[config.mk]
export PLATFORM = sky130hd
export DESIGN_NAME = mmas_ctrl
export DESIGN_NICKNAME = d
export VERILOG_FILES = /design/src/mmas_pkg.sv /design/src/mmas_ctrl.sv
export SDC_FILE = /design/constraint.sdc
export NUM_CORES = 1
export LEC_CHECK = 0
export ABC_AREA = 0
export BUFFER_PORTS_ARGS = -buffer_cell sky130_fd_sc_hd__buf_2
export CORE_MARGIN = 2
export CORE_UTILIZATION = 61
export CTS_CLUSTER_DIAMETER = 60
export DETAILED_ROUTE_END_ITERATION = 16
export GPL_TIMING_DRIVEN = 0
export PLACE_DENSITY_LB_ADDON = 0.12
export SYNTH_ARGS = -nofsm -noshare
export SYNTH_HDL_FRONTEND = slang
export SYNTH_SLANG_ARGS = --single-unit
[constraint.sdc]
create_clock -name clk -period 3.9 [get_ports clk]
set_input_delay 0.195 -clock clk [delete_from_list [all_inputs] [get_ports clk]]
set_output_delay 0.195 -clock clk [all_outputs]
set_load 0.1 [all_outputs]
[src/mmas_pkg.sv]
// Shared types and constants of the matrix multiply/add/subtract unit.
// Used by the interfaces' users, the controller, the datapath and the top level.
package mmas_pkg;

  localparam int VAL_W  = 32;
  localparam int PROD_W = 2 * VAL_W;
  localparam int POS_W  = 3;
  localparam int DIM_W  = 4;
  localparam int OP_W   = 2;
  localparam int CIDX_W = 3;

  typedef enum logic [1:0] {
    CMD_WR_A    = 2'd0,
    CMD_WR_B    = 2'd1,
    CMD_COMPUTE = 2'd2,
    CMD_CLEAR   = 2'd3
  } cmd_t;

  typedef enum logic [OP_W-1:0] {
    OP_MUL = 2'd0,
    OP_ADD = 2'd1,
    OP_SUB = 2'd2
  } op_t;

  localparam logic [CIDX_W-1:0] REG_A_ROWS    = 3'd0;
  localparam logic [CIDX_W-1:0] REG_A_COLS    = 3'd1;
  localparam logic [CIDX_W-1:0] REG_B_ROWS    = 3'd2;
  localparam logic [CIDX_W-1:0] REG_B_COLS    = 3'd3;
  localparam logic [CIDX_W-1:0] REG_OPERATION = 3'd4;

  // Store commands from the controller to the datapath.
  typedef struct packed {
    logic wr_a;
    logic wr_b;
    logic clr;
  } mem_cmd_t;

  // Flags of one work beat: one term of one result element.
  typedef struct packed {
    logic valid;
    logic first;
    logic last_term;
    logic last;
    logic err;
    logic mul;
    logic sub;
  } beat_t;

endpackage

[src/mmas_ctrl.sv]
// Controller of the matrix unit: configuration registers, item decode and the
// sequencer that issues one beat per term. Depends on mmas_pkg.
module mmas_ctrl
  import mmas_pkg::*;
#(
  parameter int MAX_DIM = 8
) (
  input  logic              clk,
  input  logic              rst,
  input  logic              in_valid,
  output logic              in_ready,
  input  logic [1:0]        in_cmd,
  input  logic              cfg_write,
  input  logic [CIDX_W-1:0] cfg_index,
  input  logic [DIM_W-1:0]  cfg_data,
  input  logic              adv,
  output mem_cmd_t          mem_cmd,
  output beat_t             beat,
  output logic [(MAX_DIM > 1 ? $clog2(MAX_DIM) : 1)-1:0] beat_i,
  output logic [(MAX_DIM > 1 ? $clog2(MAX_DIM) : 1)-1:0] beat_j,
  output logic [(MAX_DIM > 1 ? $clog2(MAX_DIM) : 1)-1:0] beat_k
);

  localparam int IW = (MAX_DIM > 1) ? $clog2(MAX_DIM) : 1;
  localparam int CW = $clog2(MAX_DIM + 1);

  typedef enum logic [1:0] {S_IDLE, S_RUN, S_ERR} state_t;

  state_t           state;
  logic [DIM_W-1:0] a_rows, a_cols, b_rows, b_cols;
  logic [OP_W-1:0]  operation;
  logic [CW-1:0]    rows, cols, depth;
  logic             mul, sub;
  logic [IW-1:0]    i, j, k;

  logic [CW-1:0] ar, ac, br, bc;
  logic          mismatch;
  logic          accept;
  logic          k_end, j_end, i_end;

  // A dimension of zero counts as one, and one beyond the store counts as its size.
  function automatic logic [CW-1:0] clamp_dim(logic [DIM_W-1:0] d);
    logic [CW-1:0] r;
    if (d == '0) begin
      r = CW'(1);
    end else if ({1'b0, d} > 5'(MAX_DIM)) begin
      r = CW'(MAX_DIM);
    end else begin
      r = CW'(d);
    end
    return r;
  endfunction

  assign ar = clamp_dim(a_rows);
  assign ac = clamp_dim(a_cols);
  assign br = clamp_dim(b_rows);
  assign bc = clamp_dim(b_cols);

  always_comb begin
    unique case (op_t'(operation))
      OP_MUL:         mismatch = (ac != br);
      OP_ADD, OP_SUB: mismatch = (ar != br) || (ac != bc);
      default:        mismatch = 1'b1;
    endcase
  end

  assign in_ready = (state == S_IDLE);
  assign accept   = in_valid && in_ready;

  assign mem_cmd.wr_a = accept && (cmd_t'(in_cmd) == CMD_WR_A);
  assign mem_cmd.wr_b = accept && (cmd_t'(in_cmd) == CMD_WR_B);
  assign mem_cmd.clr  = accept && (cmd_t'(in_cmd) == CMD_CLEAR);

  assign k_end = (k == IW'(depth - CW'(1)));
  assign j_end = (j == IW'(cols - CW'(1)));
  assign i_end = (i == IW'(rows - CW'(1)));

  always_comb begin
    beat.valid     = (state == S_RUN) || (state == S_ERR);
    beat.first     = (state == S_ERR) || (k == '0);
    beat.last_term = (state == S_ERR) || k_end;
    beat.last      = (state == S_ERR) || (i_end && j_end);
    beat.err       = (state == S_ERR);
    beat.mul       = mul;
    beat.sub       = sub;
    beat_i         = (state == S_ERR) ? '0 : i;
    beat_j         = (state == S_ERR) ? '0 : j;
    beat_k         = (state == S_ERR) ? '0 : k;
  end

  always_ff @(posedge clk) begin
    if (rst) begin
      state     <= S_IDLE;
      a_rows    <= DIM_W'(8);
      a_cols    <= DIM_W'(8);
      b_rows    <= DIM_W'(8);
      b_cols    <= DIM_W'(8);
      operation <= OP_MUL;
      i         <= '0;
      j         <= '0;
      k         <= '0;
    end else begin
      if (cfg_write) begin
        unique case (cfg_index)
          REG_A_ROWS:    a_rows    <= cfg_data;
          REG_A_COLS:    a_cols    <= cfg_data;
          REG_B_ROWS:    b_rows    <= cfg_data;
          REG_B_COLS:    b_cols    <= cfg_data;
          REG_OPERATION: operation <= cfg_data[OP_W-1:0];
          default: ;
        endcase
      end
      unique case (state)
        S_IDLE: begin
          if (accept && (cmd_t'(in_cmd) == CMD_COMPUTE)) begin
            i     <= '0;
            j     <= '0;
            k     <= '0;
            rows  <= ar;
            cols  <= (op_t'(operation) == OP_MUL) ? bc : ac;
            depth <= (op_t'(operation) == OP_MUL) ? ac : CW'(1);
            mul   <= (op_t'(operation) == OP_MUL);
            sub   <= (op_t'(operation) == OP_SUB);
            state <= mismatch ? S_ERR : S_RUN;
          end
        end
        S_RUN: begin
          if (adv) begin
            if (!k_end) begin
              k <= k + IW'(1);
            end else begin
              k <= '0;
              if (!j_end) begin
                j <= j + IW'(1);
              end else begin
                j <= '0;
                if (i_end) begin
                  state <= S_IDLE;
                end else begin
                  i <= i + IW'(1);
                end
              end
            end
          end
        end
        S_ERR: begin
          if (adv) begin
            state <= S_IDLE;
          end
        end
        default: state <= S_IDLE;
      endcase
    end
  end

endmodule

==> results of run 1 <==
## cell families (layout without fill, tap and decap cells)
family / Yosys count / after routing / synth area share, %
simple gates: 91 / 91 / 22.2
compound gates: 30 / 30 / 9.12
flops: 40 / 40 / 39.3
xor+xnor: 19 / 19 / 8.42
fa+ha+maj: 13 / 13 / 7.02
buf+inv: 28 / 68 / 4.86
mux: 21 / 21 / 9.07
## Yosys cell counts, drive strengths merged (2+ instances only)
| cell | instances | share of area [%] |
|---|---|---|
| clkbuf | 8 | 1.3 |
| nand2 | 9 | 1.5 |
| xnor2 | 4 | 1.5 |
| xor2 | 13 | 4.9 |
| edfxtp | 11 | 14 |
| nor2 | 31 | 5.0 |
| nor2b | 11 | 3.0 |
| dfxtp | 29 | 25 |
| o21bai | 3 | 0.97 |
| nor4bb | 2 | 0.86 |
| o21ai | 5 | 1.1 |
| a21oi | 10 | 2.2 |
| and3b | 2 | 0.76 |
| mux2i | 21 | 9.1 |
| ha | 13 | 7.0 |
| buf | 2 | 0.65 |
| o41ai | 2 | 0.76 |
| nor4 | 4 | 1.7 |
| a21o | 2 | 0.65 |
| nor3 | 11 | 2.6 |
| inv | 18 | 2.9 |
| nand2b | 4 | 1.1 |
| nand3 | 3 | 0.65 |
| a31o | 2 | 0.76 |
| nand3b | 5 | 1.6 |
## layer usage
metal / track usage (%) / part of all wire [%] / vias up / wire, µm
li1: - / - / 918 / -
met1: 24.8 / 44 / 793 / 1920
met2: 42.4 / 51 / 38 / 2260
met3: 5.14 / 3.7 / 6 / 164
met4: 6.51 / 1.5 / 0 / 66
met5: 0 / 0 / - / 0
## tightest hold or removal path: stages
cell and delay [ns]:
buf_2 0.12, mux2i_1 0.07, nand2_1 0.06
## registers in the layout, summed over array words and instances (netlist names)
| name | count |
|---|---|
| i | 3 |
| cols | 3 |
| a_cols | 4 |
| sub | 1 |
| state | 2 |
| depth | 3 |
| rows | 3 |
| b_rows | 4 |
| a_rows | 4 |
| b_cols | 4 |
| mul | 1 |
| k | 3 |
| j | 3 |
| operation | 2 |
## report_power, final
| group | internal [mW] | total (mW) | switching [mW] |
|---|---|---|---|
| Clock | 0.186 | 0.324 | 0.138 |
| Combinational | 0.0754 | 0.305 | 0.230 |
| Sequential | 0.438 | 0.450 | 0.0114 |
| Total | 0.700 | 1.08 | 0.379 |
## layout make-up
| cell class | instances | area [µm²] | share of cell area [%] |
|---|---|---|---|
| multi-input combinational | 174 | 1310 | 49.2 |
| timing repair buffer | 32 | 160 | 6.03 |
| inverter | 18 | 67.6 | 2.54 |
| buffer | 10 | 45.0 | 1.70 |
| clock inverter | 3 | 37.5 | 1.41 |
| sequential | 40 | 911 | 34.3 |
| tap | 48 | 60.1 | 2.26 |
| clock buffer | 5 | 68.8 | 2.59 |
## how the worst max path moves through the flow
| stage | cells after the start | from | endpoint | slack, ns |
|---|---|---|---|---|
| floorplan | 4 | state[0] | mem_cmd[2] | 0.1 |
| global placement | 4 | state[0] | cols[2] | 1.54 |
| detailed placement | 4 | state[0] | cols[1] | 1.52 |
| CTS | 6 | depth[0] | beat[4] | 1.42 |
| global route | 6 | depth[0] | beat[4] | 1.36 |
| finish | 6 | depth[0] | beat[4] | 1.44 |
## stage by stage
| stage | power (mW) | area [µm²] |
|---|---|---|
| final | 1.08 | 2660 |
| after global placement | 0.758 | 2540 |
| after floorplan | 0.709 | 2320 |
| after detailed placement | 0.762 | 2540 |
| after global routing | 1.12 | 2660 |
| after CTS | 1.08 | 2650 |
==> flow_metrics.tcl, run 1 <==
set metrics [dict create \
    outcome "completed" \
    postCtsSetupBuffers 0 \
    postRouteAntennaNets 0 \
    cts_made_buffers 5 \
    clockRootBuffer "clkbuf_8" \
    vias 1755 \
    fmax_ghz 0.406 \
    grt_pass1_wl_um 7380 \
    num_antenna_cells 0 \
    min-delay-start "cfg_data[3]" \
    cts_tree "done" \
    die_w_um 65.7 \
    worstPathMaxFanout 2 \
    fp-row-count 22 \
    finalCritPeriodShare_pct 63.2 \
    hold_violations 0 \
    core_area_um2 3660 \
    nNetsFinal 308 \
    crit_arrival_ns 2.27 \
    clkTransAtPathRegs_ns 0.07 \
    reg2reg_to "i[2]" \
    hold_depth 3 \
    crit_buf_inv 2 \
    ctsHoldBuffers 0 \
    fin_ws_ns 1.44 \
    finalClockSkew_ns 0.00496 \
    tightest_slew_ns 0.803 \
    ys_ff_latch 40 \
    grt_pass1_vias 1665 \
    power_density_nw_per_um2 406 \
    grt_max_degree 13 \
    nFillCells 276 \
    cp_top_family "simple AND/OR/NAND/NOR gates" \
    slew_headroom_pct 46.2 \
    peakVddDrop_v 0.000233 \
    wl_per_cell_um 13.4 \
    r2r_cells 7 \
    fin_crit_ns 2.46 \
    hpwl_um 3350 \
    via_per_inst 5.32 \
    io_pins 34 \
    finalWirelength_um 4410 \
    gr-total-overflow 0 \
    synth_area_um2 2320 \
    crit_type "reg -> out" \
    cpPeakStageDelay_ns 0.41 \
    antenna_found_initial 0 \
    synthToLayoutAreaGrowth_pct 14.5 \
    async_reset_ff_share_pct 0 \
    crit_chain "inv_1 > ha_1 > xor3_1 > or3_4 > or2b_1 > buf_2" \
    final_max_slew_viol_count 0 \
    die_area_um2 4310 \
    synth_seq_area_share_pct 39.3 \
    finalNonFillerCells 330 \
    grtUsageTotal_pct 22.5 \
    setup_viol_count_final 0 \
    utilization_pct 72.5 \
    cts.htree.levels 2 \
    end_kind "output pin" \
    avgSynthCellArea_um2 9.58 \
    dp_slack_ns 1.52 \
    syn_inst 242 \
    initial_core_util_pct 63.3 \
    final_cell_mix "buf_2 (32), nor2_1 (31), dfxtp_1 (29), mux2i_1 (21), inv_1 (18)" \
    final_common_cell "buf_2" \
    ys_warn_count 0 \
    hold_ws_ns 0.191 \
    r2r_setup_slack_ns 1.68 \
    holdPathEnd "b_rows[3]" \
    cts_sinks 40 \
    synth_cell_types 45 \
    rsz0062_at_grt "no" \
    timing.rr.start "depth[0]" \
    dp.cells 322 \
    post-route-drc-count 0 \
    hold_class "in -> reg" \
    synthesis.nets 269 \
    clkLatencyLatePin_ns 0.29 \
    drtPass1Iterations 4 \
    ys.flop_type "dfxtp_1" \
    start_kind "flip-flop" \
    max-cap-violations 0 \
    synth_edf_count 11 \
    cts_resized 0 \
    dr.first_iter.drc_count 68 \
    required_ns 3.70 \
    drive_above_1_share_pct 17.0 \
    cts.path.max_buffers 2 \
    numPortBuffers 32 \
    dieHeight_um 65.7 \
    gp_congestion 0.828 \
    tns_ns 0 \
    leakage_nw 1.18 \
    crit_path_top_delay_cell "buf_2" \
]
Note: power is estimated with default switching activity, not from simulation.
==> run 2: changes to the inputs <==
Settings changed: CORE_UTILIZATION 61 to 51.
Clock period 3.9 ns to 2.1 ns, I/O delays scaled along.
==> run 2 against run 1 <==
Net effect:
- worst setup slack got worse by 1.4 ns
- register-to-register slack lost 1.5 ns
- core utilization down 9.2 points
- critical endpoint unchanged
==> flow_metrics.tcl, run 2 (synthesis results as in run 1) <==
set metrics [dict create \
    antenna_found_initial 0 \
    finalCritPeriodShare_pct 97.0 \
    rsz0062_at_grt "yes" \
    final_cell_mix "buf_2 (30), dfxtp_1 (29), nor2_1 (28), mux2i_1 (21), inv_1 (17)" \
    postRouteAntennaNets 0 \
    outcome "completed" \
    start_kind "flip-flop" \
    holdPathEnd "b_rows[3]" \
    cts.htree.levels 2 \
    tightest_slew_ns 0.602 \
    grt_pass1_wl_um 7420 \
    cpPeakStageDelay_ns 0.42 \
    die_area_um2 5100 \
    end_kind "output pin" \
    synthToLayoutAreaGrowth_pct 18.9 \
    die_w_um 71.4 \
    post-route-drc-count 0 \
    max-cap-violations 0 \
    gr-total-overflow 0 \
    cts_tree "done" \
    crit_type "reg -> out" \
    cts_made_buffers 5 \
    r2r_setup_slack_ns 0.13 \
    gp_congestion 0.739 \
    clkTransAtPathRegs_ns 0.08 \
    finalWirelength_um 4430 \
    r2r_cells 7 \
    nNetsFinal 310 \
    dp.cells 326 \
    nFillCells 373 \
    peakVddDrop_v 0.000432 \
    setup_viol_count_final 0 \
    num_antenna_cells 0 \
    fin_crit_ns 2.04 \
    multi_input_area_um2 1390 \
    dr.first_iter.drc_count 49 \
    crit_arrival_ns 1.93 \
    seqCellArea_um2 911 \
    crit_path_top_delay_cell "edfxtp_1" \
    hold_depth 3 \
    grt_pass1_vias 1618 \
    dieHeight_um 71.4 \
    finalNonFillerCells 336 \
    fp-row-count 24 \
    slew_headroom_pct 59.7 \
    clockRootBuffer "clkbuf_8" \
    worstPathMaxFanout 2 \
    final_common_cell "buf_2" \
    ctsHoldBuffers 0 \
    finalClockSkew_ns 0.00774 \
    timing.rr.start "depth[0]" \
    drive_above_1_share_pct 24.3 \
    final_max_slew_viol_count 0 \
    fmax_ghz 0.491 \
    wl_per_cell_um 13.2 \
    required_ns 2.00 \
    grtUsageTotal_pct 18.6 \
    crit_chain "inv_2 > ha_4 > xnor2_2 > or3_4 > or2b_2 > buf_12" \
    numPortBuffers 32 \
    tns_ns 0 \
    io_pins 34 \
    vias 1773 \
    utilization_pct 63.3 \
    crit_buf_inv 2 \
    hold_class "in -> reg" \
    hold_violations 0 \
    core_area_um2 4350 \
    power_density_nw_per_um2 701 \
    postPlaceCellArea_um2 2600 \
    grt_max_degree 15 \
    initial_core_util_pct 53.2 \
    cts.path.max_buffers 2 \
    hpwl_um 3420 \
    drtPass1Iterations 4 \
    startpoint "depth[0]" \
    via_per_inst 5.28 \
    clkLatencyLatePin_ns 0.29 \
    cts_sinks 40 \
    leakage_nw 1.20 \
    fin_ws_ns 0.0622 \
    fin_area_um2 2760 \
    min-delay-start "cfg_data[3]" \
    cp_top_family "simple AND/OR/NAND/NOR gates" \
    reg2reg_to "i[2]" \
    dp_slack_ns -0.107 \
]
run 2: cell types whose count changed in the layout (fill, tap and decap cells not counted), sizes merged:
cell / before / now
buf: 34 / 37
clkbuf: 13 / 14
bufinv: 1 / 0
clkinv: 2 / 1
run 2: area by class of cell:
type	instances	share of cell area (%)
Buffer	9	1.50
Clock buffer	7	2.77
Clock inverter	1	0.181
Inverter	18	2.45
Multi-Input combinational cell	174	50.3
Sequential cell	40	33.0
Tap cell	52	2.36
Timing Repair Buffer	35	7.40
run 2: where the power goes:
part	switching (mW)	internal (mW)	total, mW
clock network	0.261	0.233	0.494
logic	0.442	0.161	0.603
registers	0.0218	0.814	0.835
run 2: how the worst max path moves through the flow:
stage          slack, ns         end  cells past startpoint
6_report            0.06     beat[4]                      6
5_1_grt            -0.01     beat[4]                      6
4_1_cts             0.03     beat[4]                      6
3_5_place_dp       -0.11        i[2]                      7
3_3_place_gp       -0.08        i[2]                      7
2_1_floorplan      -0.18  mem_cmd[1]                      4
run 2: metrics by stage:
stage / hold WS, ns / power [mW]
2_1_floorplan: 0.230 / 1.34
3_3_place_gp: 0.392 / 1.43
3_5_place_dp: 0.387 / 1.44
4_1_cts: 0.0834 / 1.93
5_1_grt: 0.102 / 2.02
6_report: 0.0972 / 1.93
run 2: routing by layer:
layer	share of wire, %	up-vias	routed length [µm]	global-route usage [%]
li1	-	923	-	-
met1	46	808	2050	22.5
met2	49	37	2160	33.0
met3	3.8	5	170	4.64
met4	1.2	0	51	5.03
met5	0	-	0	0
run 2: what timing repair did:
item,in CTS,in global routing
hold endpoints to repair,0,0
cloned,0,0
pin swaps,2,2
gates resized for setup,6,6
buffers inserted,0,3
setup endpoints to repair,7,8
run 2: tightest hold or removal path: cells and delay by family:
| kind | cells | cell delay [ns] |
|---|---|---|
| buffers and inverters | 1 | 0.12 |
| muxes | 1 | 0.07 |
| and+or+nand+nor | 1 | 0.05 |
==> run 3: changes to the inputs <==
Settings changed: PLACE_DENSITY from default to 0.75, PLACE_DENSITY_LB_ADDON 0.12 to default.
==> run 3 against run 2 <==
Net effect:
- count of clock-buffer cells in the layout did not move
- sequential share of layout area barely moved
- combinational power barely moved
- cell count fell by 0.89%
- critical path depth did not move
- register-to-register slack got worse by 0.03 ns
- routed wire length rose by 2.0%
- sequential power barely moved
- via count fell by 1.1%
- non-clock buffer count fell by 3
- die area did not move
==> flow_metrics.tcl, run 3 (synthesis results as in run 1) <==
set metrics [dict create \
    tightest_slew_ns 0.649 \
    postCtsSetupBuffers 0 \
    hold_violations 0 \
    fin_crit_ns 2.07 \
    dr.first_iter.drc_count 47 \
    p_int_mw 1.24 \
    cts.path.max_buffers 2 \
    netSwitchingFraction_pct 37.3 \
    grt_pass1_vias 1560 \
    p_switching_uw 740 \
    worstPathMaxFanout 2 \
    finalCritPeriodShare_pct 98.8 \
    end_kind "output pin" \
    vias 1754 \
    cts.htree.levels 2 \
    final_max_slew_viol_count 0 \
    final_cell_mix "buf_2 (30), dfxtp_1 (29), nor2_1 (28), mux2i_1 (21), inv_1 (17)" \
    fmax_ghz 0.482 \
    peakVddDrop_v 0.000538 \
    startpoint "depth[0]" \
    r2r_setup_slack_ns 0.10 \
    core_area_um2 4350 \
    finalClockSkew_ns 0.00324 \
    slew_headroom_pct 56.6 \
    cpPeakStageDelay_ns 0.42 \
    die_area_um2 5100 \
    ctsHoldBuffers 0 \
    postRouteAntennaNets 0 \
    final_common_cell "buf_2" \
    gp_congestion 0.745 \
    crit_arrival_ns 1.97 \
    rsz0062_at_grt "yes" \
    dieHeight_um 71.4 \
    cp_top_family "simple AND/OR/NAND/NOR gates" \
    cts_tree "done" \
    numPortBuffers 32 \
    cts_sinks 40 \
    drtPass1Iterations 4 \
    synthToLayoutAreaGrowth_pct 18.8 \
    wl_per_cell_um 13.6 \
    grtUsageMet2_pct 31.8 \
    utilization_pct 63.3 \
    initial_core_util_pct 53.2 \
    clockRootBuffer "clkbuf_8" \
    grt_busiest_layer "met2" \
    grtUsageMet3_pct 5.20 \
    drive_above_1_share_pct 24.6 \
    pwr-share-seq_pct 42.1 \
    post-route-drc-count 0 \
    hpwl_um 3400 \
    crit_type "reg -> out" \
    via_per_inst 5.27 \
    timing.rr.start "rows[0]" \
    io_pins 34 \
    pwr-share-clk_pct 27.5 \
    fp-row-count 24 \
    outcome "completed" \
    grt_pass1_wl_um 7290 \
    clkLatencyLatePin_ns 0.30 \
    clkTransAtPathRegs_ns 0.08 \
    hold_ws_ns 0.0954 \
    nNetsFinal 307 \
    min-delay-start "cfg_data[3]" \
    power_density_nw_per_um2 719 \
    die_w_um 71.4 \
    setup_viol_count_final 0 \
    max-cap-violations 0 \
    num_antenna_cells 0 \
    finalWirelength_um 4520 \
    crit_buf_inv 2 \
    grt_max_degree 15 \
    gr-total-overflow 0 \
    start_kind "flip-flop" \
    crit_chain "inv_2 > ha_4 > xor3_2 > or3_4 > or2b_2 > buf_12" \
    antenna_found_initial 0 \
    required_ns 2.00 \
    cts_made_buffers 5 \
    pwr-share-comb_pct 30.4 \
    hold_class "in -> reg" \
    crit_path_top_delay_cell "edfxtp_1" \
    leakage_nw 1.19 \
    grtUsageTotal_pct 18.7 \
    grt_use_met1_pct 22.2 \
]
[run 3: final timing paths]
kind	to	cells after the start
worst max-delay path	beat[4]	6
worst min-delay path	b_cols[3]	3
worst max register to register	i[2]	8
worst min register to register	state[0]	2
[run 3: through the flow]
| stage | instances | area [µm²] | setup slack (ns) | setup TNS [ns] | total power, mW |
|---|---|---|---|---|---|
| after CTS | 333 | 2710 | 0.0156 | 0 | 1.99 |
| final | 333 | 2760 | 0.0261 | 0 | 1.98 |
| after floorplan | 242 | 2380 | -0.184 | -0.649 | 1.34 |
| after global routing | 333 | 2760 | -0.0299 | -0.0326 | 2.06 |
| after detailed placement | 326 | 2600 | -0.0927 | -0.228 | 1.44 |
| after global placement | 326 | 2600 | -0.0451 | -0.0883 | 1.43 |
[run 3: routing by layer]
| metal | routed length (µm) | up-vias |
|---|---|---|
| met3 | 212 | 4 |
| met2 | 2220 | 38 |
| met4 | 45 | 0 |
| li1 | - | 917 |
| met5 | 0 | - |
| met1 | 2050 | 795 |
[run 3: power groups by stage]
| stage | Combinational, mW | Sequential (mW) | Clock [mW] |
|---|---|---|---|
| after floorplan | 0.491 | 0.847 | 0 |
| after global placement | 0.575 | 0.851 | 0 |
| after detailed placement | 0.583 | 0.852 | 0 |
| after CTS | 0.592 | 0.835 | 0.565 |
| after global routing | 0.641 | 0.838 | 0.584 |
| final | 0.602 | 0.835 | 0.545 |
[run 3: layout make-up]
type | count | area (µm²)
timing repair buffer | 32 | 181
clock buffer | 7 | 86.3
sequential | 40 | 911
inverter | 18 | 67.6
clock inverter | 1 | 6.26
fill | 375 | 1600
multi-input combinational | 174 | 1400
tap | 52 | 65.1
buffer | 9 | 41.3
[run 3: worst register-to-register path: stages (launching register included)]
cell	delay [ns]
edfxtp_1	0.41
inv_1	0.07
ha_1	0.16
xor2_1	0.18
xnor2_1	0.11
a31o_1	0.26
nor4_4	0.39
a21oi_1	0.12
a31o_1	0.19
[run 3: repair_timing]
item,CTS,global route
resized for setup,6,8
pin swaps,2,1
endpoints found under the setup margin,7,7
